--- src/hw/rtl/hsr_pkg.sv ---
// ----------------------------------------------------------------------------
// hsr_pkg
// types and constants shared by the square root controller and datapath
// ----------------------------------------------------------------------------
package hsr_pkg;

  localparam int unsigned FracBitsDef = 16;
  localparam int unsigned XW          = 32;
  localparam int unsigned IterW       = 6;
  localparam int unsigned PassW       = 7;

  localparam logic [IterW-1:0] MaxIterRst = 6'd20;
  localparam logic [XW-1:0]    TolRst     = 32'd4295;

  // configuration register indexes
  localparam logic [0:0] RegMaxIter = 1'b0;
  localparam logic [0:0] RegTol     = 1'b1;

  typedef enum logic [2:0] {
    ST_IDLE,
    ST_DIV,
    ST_MUL,
    ST_CHECK,
    ST_DONE
  } hsr_state_e;

  // controller to datapath
  typedef struct packed {
    logic load;       // capture radicand, set first estimate
    logic div_start;  // begin a quotient
    logic div_step;   // one quotient bit
    logic mul;        // register tolerance*x and new estimate
    logic commit;     // estimate <= new estimate, count a pass
  } hsr_cmd_t;

  // datapath to controller
  typedef struct packed {
    logic div_last;   // last quotient bit this cycle
    logic zero;       // new estimate is zero
    logic going;      // change above tolerance
  } hsr_sts_t;

endpackage

--- src/hw/rtl/hsr_ctrl.sv ---
// ----------------------------------------------------------------------------
// hsr_ctrl
// sequencer for the heron passes
// ----------------------------------------------------------------------------
module hsr_ctrl
  import hsr_pkg::*;
(
  input  logic             clk_i,
  input  logic             rst_ni,
  input  logic             start_i,
  input  logic [IterW-1:0] max_iter_i,
  input  logic [PassW-1:0] passes_i,
  input  hsr_sts_t         sts_i,
  output hsr_cmd_t         cmd_o,
  output logic             busy_o,
  output logic             done_o
);

  hsr_state_e state_q, state_d;

  always_ff @(posedge clk_i or negedge rst_ni) begin
    if (!rst_ni) begin
      state_q <= ST_IDLE;
    end else begin
      state_q <= state_d;
    end
  end

  always_comb begin
    state_d = state_q;
    cmd_o   = '0;
    done_o  = 1'b0;
    busy_o  = (state_q != ST_IDLE);
    case (state_q)
      ST_IDLE: begin
        if (start_i) begin
          cmd_o.load = 1'b1;
          state_d    = ST_DIV;
        end
      end
      ST_DIV: begin
        cmd_o.div_step = 1'b1;
        if (sts_i.div_last) begin
          state_d = ST_MUL;
        end
      end
      ST_MUL: begin
        cmd_o.mul = 1'b1;
        state_d   = ST_CHECK;
      end
      ST_CHECK: begin
        cmd_o.commit = 1'b1;
        // passes_i still counts passes before this one
        if (sts_i.zero || !sts_i.going || (passes_i == {1'b0, max_iter_i})) begin
          state_d = ST_DONE;
        end else begin
          cmd_o.div_start = 1'b1;
          state_d         = ST_DIV;
        end
      end
      ST_DONE: begin
        done_o  = 1'b1;
        state_d = ST_IDLE;
      end
      default: state_d = ST_IDLE;
    endcase
  end

endmodule

--- src/hw/rtl/hsr_dp.sv ---
// ----------------------------------------------------------------------------
// hsr_dp
// estimate, radix-2 restoring divider, change test
// ----------------------------------------------------------------------------
module hsr_dp
  import hsr_pkg::*;
#(
  parameter int unsigned FRAC_BITS = FracBitsDef
) (
  input  logic             clk_i,
  input  logic             rst_ni,
  input  hsr_cmd_t         cmd_i,
  input  logic [XW-1:0]    radicand_i,
  input  logic [XW-1:0]    tol_i,
  output hsr_sts_t         sts_o,
  output logic [XW-1:0]    root_o,
  output logic [PassW-1:0] passes_o
);

  localparam int unsigned NW   = XW + FRAC_BITS;   // dividend width
  localparam int unsigned CntW = $clog2(NW);

  logic [XW-1:0]    x_q, est_q, nxt_q;
  logic [NW-1:0]    num_q, quo_q;
  logic [XW:0]      rem_q;
  logic [CntW-1:0]  cnt_q;
  logic [63:0]      prod_q, dsh_q;
  logic [PassW-1:0] pass_q;

  logic [XW+1:0]    trial;
  logic [XW:0]      rem_sh;
  logic [NW:0]      sum;
  logic [XW-1:0]    nxt_c, diff_c;
  logic [NW-1:0]    quo_n;

  assign rem_sh = {rem_q[XW-1:0], num_q[NW-1]};
  assign trial  = {1'b0, rem_sh} - {2'b0, est_q};
  assign quo_n  = {quo_q[NW-2:0], ~trial[XW+1]};

  // new estimate from final quotient, saturated
  assign sum    = ({{(NW-XW+1){1'b0}}, est_q} + {1'b0, quo_q}) >> 1;
  assign nxt_c  = (|sum[NW:XW]) ? '1 : sum[XW-1:0];
  assign diff_c = (nxt_c >= est_q) ? nxt_c - est_q : est_q - nxt_c;

  always_ff @(posedge clk_i) begin
    if (cmd_i.load) begin
      x_q   <= radicand_i;
      est_q <= XW'(({1'b0, radicand_i} + (XW+1)'(1 << FRAC_BITS)) >> 1);
    end else if (cmd_i.commit) begin
      est_q <= nxt_q;
    end
    if (cmd_i.load || cmd_i.div_start) begin
      num_q <= NW'(cmd_i.load ? radicand_i : x_q) << FRAC_BITS;
      rem_q <= '0;
      cnt_q <= '0;
    end else if (cmd_i.div_step) begin
      num_q <= num_q << 1;
      rem_q <= trial[XW+1] ? rem_sh : trial[XW:0];
      quo_q <= quo_n;
      cnt_q <= cnt_q + 1'b1;
    end
    if (cmd_i.mul) begin
      nxt_q  <= nxt_c;
      prod_q <= 64'(tol_i) * 64'(x_q);
      dsh_q  <= {diff_c, 32'd0};
    end
  end

  always_ff @(posedge clk_i or negedge rst_ni) begin
    if (!rst_ni) begin
      pass_q <= '0;
    end else if (cmd_i.load) begin
      pass_q <= '0;
    end else if (cmd_i.commit) begin
      pass_q <= pass_q + 1'b1;
    end
  end

  assign sts_o.div_last = (cnt_q == CntW'(NW - 1));
  assign sts_o.zero     = (nxt_q == '0);
  assign sts_o.going    = (dsh_q > prod_q);
  assign root_o         = nxt_q;
  assign passes_o       = pass_q;

endmodule

--- src/hw/rtl/heron_square_root.sv ---
// ----------------------------------------------------------------------------
// heron_square_root
// Q16.16 square root by heron iteration with a bit-serial divider
// ----------------------------------------------------------------------------
// channel   direction  handshake           payload
// request   in         start, busy         radicand_i
// result    out        done_o strobe       root_o, passes_o
// config    in         cfg_valid_i/ready_o cfg_index_i, cfg_data_i
//
// each pass runs a 32+FRAC_BITS bit quotient through the divider, then the
// multiply and check states; every pass of an item uses the shared divider
// busy is high from accept through the done_o strobe cycle
// reset clears control state and loads the register defaults
// the receiver cannot stall; results appear for one cycle
// ----------------------------------------------------------------------------
module heron_square_root
  import hsr_pkg::*;
#(
  parameter int unsigned FRAC_BITS = FracBitsDef
) (
  input  logic             clk_i,
  input  logic             rst_ni,
  input  logic             start,
  output logic             busy,
  input  logic [XW-1:0]    radicand_i,
  output logic             done_o,
  output logic [XW-1:0]    root_o,
  output logic [PassW-1:0] passes_o,
  input  logic             cfg_valid_i,
  output logic             cfg_ready_o,
  input  logic [0:0]       cfg_index_i,
  input  logic [XW-1:0]    cfg_data_i
);

  logic [IterW-1:0] max_iter_q;
  logic [XW-1:0]    tol_q;
  hsr_cmd_t         cmd;
  hsr_sts_t         sts;
  logic [PassW-1:0] pass_cnt;

  // config writes always taken; the user writes only while idle, not enforced
  assign cfg_ready_o = 1'b1;

  always_ff @(posedge clk_i or negedge rst_ni) begin
    if (!rst_ni) begin
      max_iter_q <= MaxIterRst;
      tol_q      <= TolRst;
    end else if (cfg_valid_i) begin
      case (cfg_index_i)
        RegMaxIter: max_iter_q <= cfg_data_i[IterW-1:0];
        RegTol:     tol_q      <= cfg_data_i;
        default:    ;
      endcase
    end
  end

  hsr_ctrl u_ctrl (
    .clk_i,
    .rst_ni,
    .start_i    (start),
    .max_iter_i (max_iter_q),
    .passes_i   (pass_cnt),
    .sts_i      (sts),
    .cmd_o      (cmd),
    .busy_o     (busy),
    .done_o     (done_o)
  );

  hsr_dp #(.FRAC_BITS(FRAC_BITS)) u_dp (
    .clk_i,
    .rst_ni,
    .cmd_i      (cmd),
    .radicand_i,
    .tol_i      (tol_q),
    .sts_o      (sts),
    .root_o,
    .passes_o   (pass_cnt)
  );

  assign passes_o = pass_cnt;

endmodule

--- config.mk ---
export PLATFORM = sky130hd
export DESIGN_NAME = heron_square_root
export DESIGN_NICKNAME = d
export VERILOG_FILES = /design/src/hw/rtl/hsr_pkg.sv /design/src/hw/rtl/hsr_ctrl.sv /design/src/hw/rtl/hsr_dp.sv /design/src/hw/rtl/heron_square_root.sv
export SDC_FILE = /design/constraint.sdc
export NUM_CORES = 2
export LEC_CHECK = 0
export BUFFER_PORTS_ARGS = -buffer_cell sky130_fd_sc_hd__clkbuf_2
export CORE_MARGIN = 4
export CORE_UTILIZATION = 25
export DETAILED_ROUTE_END_ITERATION = 7
export GPL_TIMING_DRIVEN = 0
export SETUP_SLACK_MARGIN = 0.05
export SYNTH_ARGS = -nofsm -noshare
export SYNTH_HDL_FRONTEND = slang
export SYNTH_SLANG_ARGS = --single-unit
--- constraint.sdc ---
create_clock -name clk_i -period 19 [get_ports clk_i]
set_input_delay 2.85 -clock clk_i [delete_from_list [all_inputs] [get_ports clk_i]]
set_output_delay 2.85 -clock clk_i [all_outputs]
set_load 0.01 [all_outputs]
==> Yosys cells after proc, flatten, opt, wreduce, memory -nomap -nowiden <==
Cells that the tools add are included.
{ "word_totals": {"register_bits": 358, "in_bits": 69, "out_inout_bits": 42, "wordCells": 70} }
{ "classes": {"add_sub_neg": 7, "multipliers": 1, "magnitude_cmp": 2, "eq_ne": 8, "muxes": 22, "bitwise_logic": 3, "reduce_logical": 14} }
{ "ops": {"columns": ["op", "count"], "rows": [
  ["$mux 32", 6],
  ["$mux 48", 2],
  ["$gt 64x64->1", 1],
  ["$mul 32x32->64", 1],
  ["$sub 32x32->32", 2],
  ["$add 32x48->49", 1],
  ["$sub 33x32->34", 1],
  ["$add 32x17->33 const B", 1],
  ["$ge 32x32->1", 1],
  ["$logic_not 32->1", 1],
  ["$reduce_or 16->1", 1],
  ["$mux 7", 2],
  ["$pmux 3 s4", 1],
  ["$mux 3", 3],
  ["$mux 1", 8],
  ["$reduce_and 2->1", 4],
  ["$add 7x1->7 const B", 1],
  ["$eq 7x6->1", 1],
  ["$add 6x1->6 const B", 1],
  ["$eq 3x2->1 const B", 2],
  ["$eq 6x6->1 const B", 1],
  ["$ne 2x2->1 const B", 2],
  ["$reduce_bool 2->1", 2],
  ["$eq 3x1->1 const B", 1],
  ["6 further kinds", 10]
]} }

==> Depth between registers and ports, before layout <==
{ "depth": {"ltp_word": 9, "depth_mapped": 29, "mapped_depth_nobuf": 28} }

==> By module <==
Synthesis repeated with hierarchy kept, for this count alone.
{ "hier_totals": {"cells_unflattened": 5795, "area_unflattened_um2": 54931.4} }
{ "modules_own_cells": {"columns": ["mod", "n_inst", "cells_each", "area_per_inst_um2", "seq_area_each_um2"], "rows": [
  ["hsr_dp", 1, 5682, 53103.4, 9103.7],
  ["heron_square_root", 1, 84, 1564.0, 960.9],
  ["hsr_ctrl", 1, 29, 264.0, 75.1]
]} }

==> Worst setup path after synthesis <==
Ideal clock, no wire load.
{ "synth_path": {"path_type": "flip-flop to flip-flop", "startpoint": "reg tol_q[12]", "endpoint": "reg u_dp.prod_q[43], data pin", "setup_ns": 0.263, "arrival_ns": 7.281, "required_time_ns": 18.737, "setup_slack_ns": 11.456, "path_stages_with_launch": 26, "path_buffers": 1, "period_less_slack_ns": 7.544, "path_cell_list": "dfstp_2 -> clkbuf_1 -> and2_1 -> fa_1 -> fa_1 -> fa_1 -> inv_1 -> fa_1 -> inv_1 -> fa_1 -> fa_1 -> fa_1 -> inv_1 -> fa_1 -> inv_1 -> ha_1 -> a2111oi_0 -> o211ai_1 -> o21ai_0 -> a31oi_1 -> a211oi_1 -> nor2_1 -> a41oi_1 -> o21ai_0 -> a31oi_1 -> xnor2_1"} }
{ "synth_via": {"elab_chain_cells": 1} }
{ "synth_lines": {"columns": ["element", "line_no", "text"], "rows": [
  ["start: declaration", "heron_square_root.sv:36", "logic [XW-1:0] tol_q;"],
  ["start signal: assignment", "heron_square_root.sv:47", "tol_q <= TolRst;"],
  ["start signal: assignment", "heron_square_root.sv:51", "RegTol: tol_q <= cfg_data_i;"],
  ["$mul 32x32->64", "hsr_dp.sv:64", "prod_q <= 64'(tol_i) * 64'(x_q);"],
  ["end signal: assignment", "hsr_dp.sv:64", null],
  ["end: declaration", "hsr_dp.sv:27", "logic [63:0] prod_q, dsh_q;"]
]} }
Every way passes these cells.
A chain may end at the register's enable or synchronous reset.

==> Final worst setup path <==
{ "layout_path": {"startpoint": "reg u_dp.x_q[13]", "endpoint": "reg u_dp.prod_q[57], data pin"} }
{ "layout_via": {"elab_chain_cells": 1} }
{ "layout_lines": {"columns": ["element", "line_no", "text"], "rows": [
  ["start: declaration", "hsr_dp.sv:23", "logic [XW-1:0] x_q, est_q, nxt_q;"],
  ["start signal: assignment", "hsr_dp.sv:47", "x_q <= radicand_i;"],
  ["$mul 32x32->64", "hsr_dp.sv:64", null]
]} }
Every way passes these cells.

==> summary.txt <==
Critical path
  – Worst Path Arrival: ~10 ns
  – Crit Path Category: reg -> reg
  – CP Buf/Inv Count: 4
  – Critical path cell sequence: clkbuf_1, and2_1, fa_1, fa_1, inv_1, fa_1, fa_1, inv_1, fa_1, fa_1, fa_1, fa_1, ha_1, clkbuf_1, nand4_1, nor3_1, o211ai_1, a31oi_1, nor4_1, nor2_1, a31oi_1, nor2_1, a31oi_1, xnor2_1
  – Crit Path Max Fanout: 10
  – Delay-heaviest family, CP: adder cells
  – CP max stage delay: roughly 0.92 ns
  – Critical path's most frequent cell: fa_1
  – Worst Path Required: a little under 20 ns
  – Setup crit start kind: flop
  – Slowest CP cell: clkbuf_1
  – Critical Path End Type: flop

Placed design
  – Detailed Place HPWL: about 160 mm
  – Place WS: between 9 and 10 ns
  – Dpl cell area: 58500 um^2
  – Number of port buffers: between 100 and 150
  – Dpl cells: 8651
  – GP Congestion: 0.982

Status
  – Outcome: completed

Cells and area
  – Design area: between 50000 and 60000 um^2
  – Most frequent cells in the layout: inv_1, fa_1, nand2_1
  – Final #Nets: around 7300
  – Non-filler cells, final: slightly below 9000
  – Reg area: just over 10000 um^2
  – Share of layout cells above drive strength 1: 0.0438
  – Area growth syn-to-layout: 10.4%
  – Commonest non-fill, non-tap cell in the layout: inv_1
  – Area of the multi-input gates: 39300 um^2
  – Fillcell total: 22700

Global routing
  – Met1 Use GR: 0.251
  – Grt ovf: 0
  – Number of global-route vias before repair: ~43000
  – Met3 Resource Use GR: 0.0390
  – Largest net degree at the start of global routing: a little under 60
  – GRT met2 Usage: 0.264
  – Antenna violations before repair: 14
  – First-pass GRT wire length: 292 mm
  – GRT Total Usage: 0.176
  – GR peak layer: met2

STA
  – Clock Skew: 0.0453 ns
  – Fin crit period: about 10 ns
  – PnR worst setup slack: between 8 and 9 ns
  – Final setup fails: 0
  – Slew margin rel.: 0.0241
  – Fin. Hold Viols: 0
  – Worst Max-Slew Pin Slew: about 1.5 ns
  – Period utilisation layout: 0.527
  – Post-Route Setup TNS: 0 ns
  – Slew Limit Fails: 0
  – Fmax achieved: 99.8 MHz
  – RSZ-0062 raised after global routing: no

Floorplanning
  – I/O pin count: approximately 110
  – DIE WIDTH: between 400 and 500 um
  – Core area: roughly 220000 um^2
  – Starting density of the core: 0.252
  – Row count: 170
  – Die height: between 400 and 500 um
  – Die Area: between 200000 and 250000 um^2

Routing
  – Detailed-route wire length per cell: 22.8 um
  – Via count: 42100
  – Drt drc: 0
  – Drt pass-1 iters: 6
  – DRT iter0 DRCs: between 4000 and 5000
  – Vias per cell: just under 5
  – ANT nets after route: 0
  – Routed Wire Length: 199 mm

Clocking
  – Clock latency on the worst-skew pair: around 0.64 ns
  – Setup bufs post-CTS: 0
  – Longest Clk Path Bufs: 3
  – H-tree depth: 2
  – CTS tree: done
  – Post-cts gate resize count: 0
  – CTS buffer count: 41
  – CTS Sinks: approximately 360
  – CTS Hold Bufs: 0
  – Clock transition at the registers of the reported paths: about 0.07 ns
  – Root Driver: clkbuf_16

Synth
  – Post-synth cell types: 80
  – Synth Register Bits: 358
  – Mapped Nets: roughly 7100
  – Post-synth EDFFs: 272
  – Syn_area_per_cell: 9.51 um^2
  – Seq/Total Area, Yosys: 0.187
  – Post-synthesis cell count: 5696
  – Asr flop ratio synth: 0.134
  – Post-Syn Area: about 54000 um^2
  – Ys Warns: 0
  – Ys flop type: edfxtp_1

Min path
  – Worst Hold Class: reg -> reg

Flow run
  – Max-cap check violation count: 0
==> state kept, by name, summed over array words and instances, names as in the netlist, 32 cells and up <==
signal,flops
u_dp.prod_q,64
u_dp.quo_q,48
tol_q,32
u_dp.dsh_q,32
u_dp.est_q,32
u_dp.num_q,32
u_dp.rem_q,32
u_dp.root_o,32
u_dp.x_q,32
==> metal layers <==
metal  up-vias  part of all wire
met5         -          0.000065
met4         2             0.032
met3       285             0.099
met2      2015              0.43
met1     21400              0.44
li1      18400                 -
==> cells in the mapped netlist (10+ instances only) <==
library cell / instances / area [um^2]
a211oi_1: 18 / 135
a21o_1: 110 / 826
a21oi_1: 203 / 1020
a221oi_1: 10 / 87.6
a22o_1: 11 / 96.3
a31oi_1: 37 / 231
and2_1: 628 / 3930
and3_1: 23 / 144
and4_1: 16 / 140
buf_1: 12 / 45.0
buf_2: 14 / 70.1
clkbuf_1: 267 / 1000
dfrtp_1: 40 / 1000
dfxtp_1: 38 / 761
edfxtp_1: 272 / 8170
fa_1: 900 / 18000
ha_1: 424 / 5310
inv_1: 963 / 3610
mux2_2: 42 / 473
mux2i_1: 49 / 490
nand2_1: 725 / 2720
nand2b_1: 20 / 125
nand3_1: 45 / 225
nand4_1: 51 / 319
nor2_1: 139 / 522
nor2b_1: 19 / 119
nor3_1: 34 / 170
nor4_1: 20 / 125
o211ai_1: 32 / 240
o21a_1: 23 / 173
o21ai_0: 154 / 771
o21ai_1: 16 / 80.1
o21bai_1: 23 / 173
o31ai_1: 14 / 105
or3_1: 10 / 62.6
xnor2_1: 100 / 876
xor2_1: 81 / 709
==> stage by stage <==
stage / utilization / hold slack [ns]
after global placement: 0.271 / 0.449
after CTS: 0.278 / 0.453
final: 0.278 / 0.456
after detailed placement: 0.272 / 0.447
after global routing: 0.278 / 0.466
after floorplan: - / 0.433
==> final cells by class <==
cell class | instances | share of cell area
Multi-Input combinational cell | 4080 | 0.657
Buffer | 294 | 0.0189
Clock inverter | 15 | 0.00228
Clock buffer | 57 | 0.0193
Antenna cell | 13 | 0.000544
Sequential cell | 358 | 0.169
Tap cell | 2838 | 0.0594
Inverter | 964 | 0.0605
Timing Repair Buffer | 118 | 0.0124
==> cells by family after synthesis <==
family                   share of synthesized area
multiplexers                                0.0178
flip-flops                                   0.187
XOR/XNOR                                    0.0293
buffers and inverters                       0.0875
adder cells (fa/ha/maj)                      0.430
AND/OR/NAND/NOR                              0.162
other                                    0.0000692
AO/OA/AOI/OAI                               0.0860
==> final timing paths <==
check | cells after the start | slack, ns | endpoint | startpoint
max | 24 | 8.98 | u_dp.prod_q[57] | u_dp.x_q[13]
min | 0 | 0.46 | u_dp.quo_q[24] | u_dp.quo_q[23]
max reg2reg | 24 | 8.98 | u_dp.prod_q[57] | u_dp.x_q[13]
min reg2reg | 0 | 0.46 | u_dp.quo_q[24] | u_dp.quo_q[23]
max in group asynchronous | 2 | 16.21 | tol_q[12] | rst_ni
min in group asynchronous | 1 | 2.22 | tol_q[5] | rst_ni
Power is not shown: default switching activity piles up to over one toggle a cycle in this logic, so the estimate is an artifact.
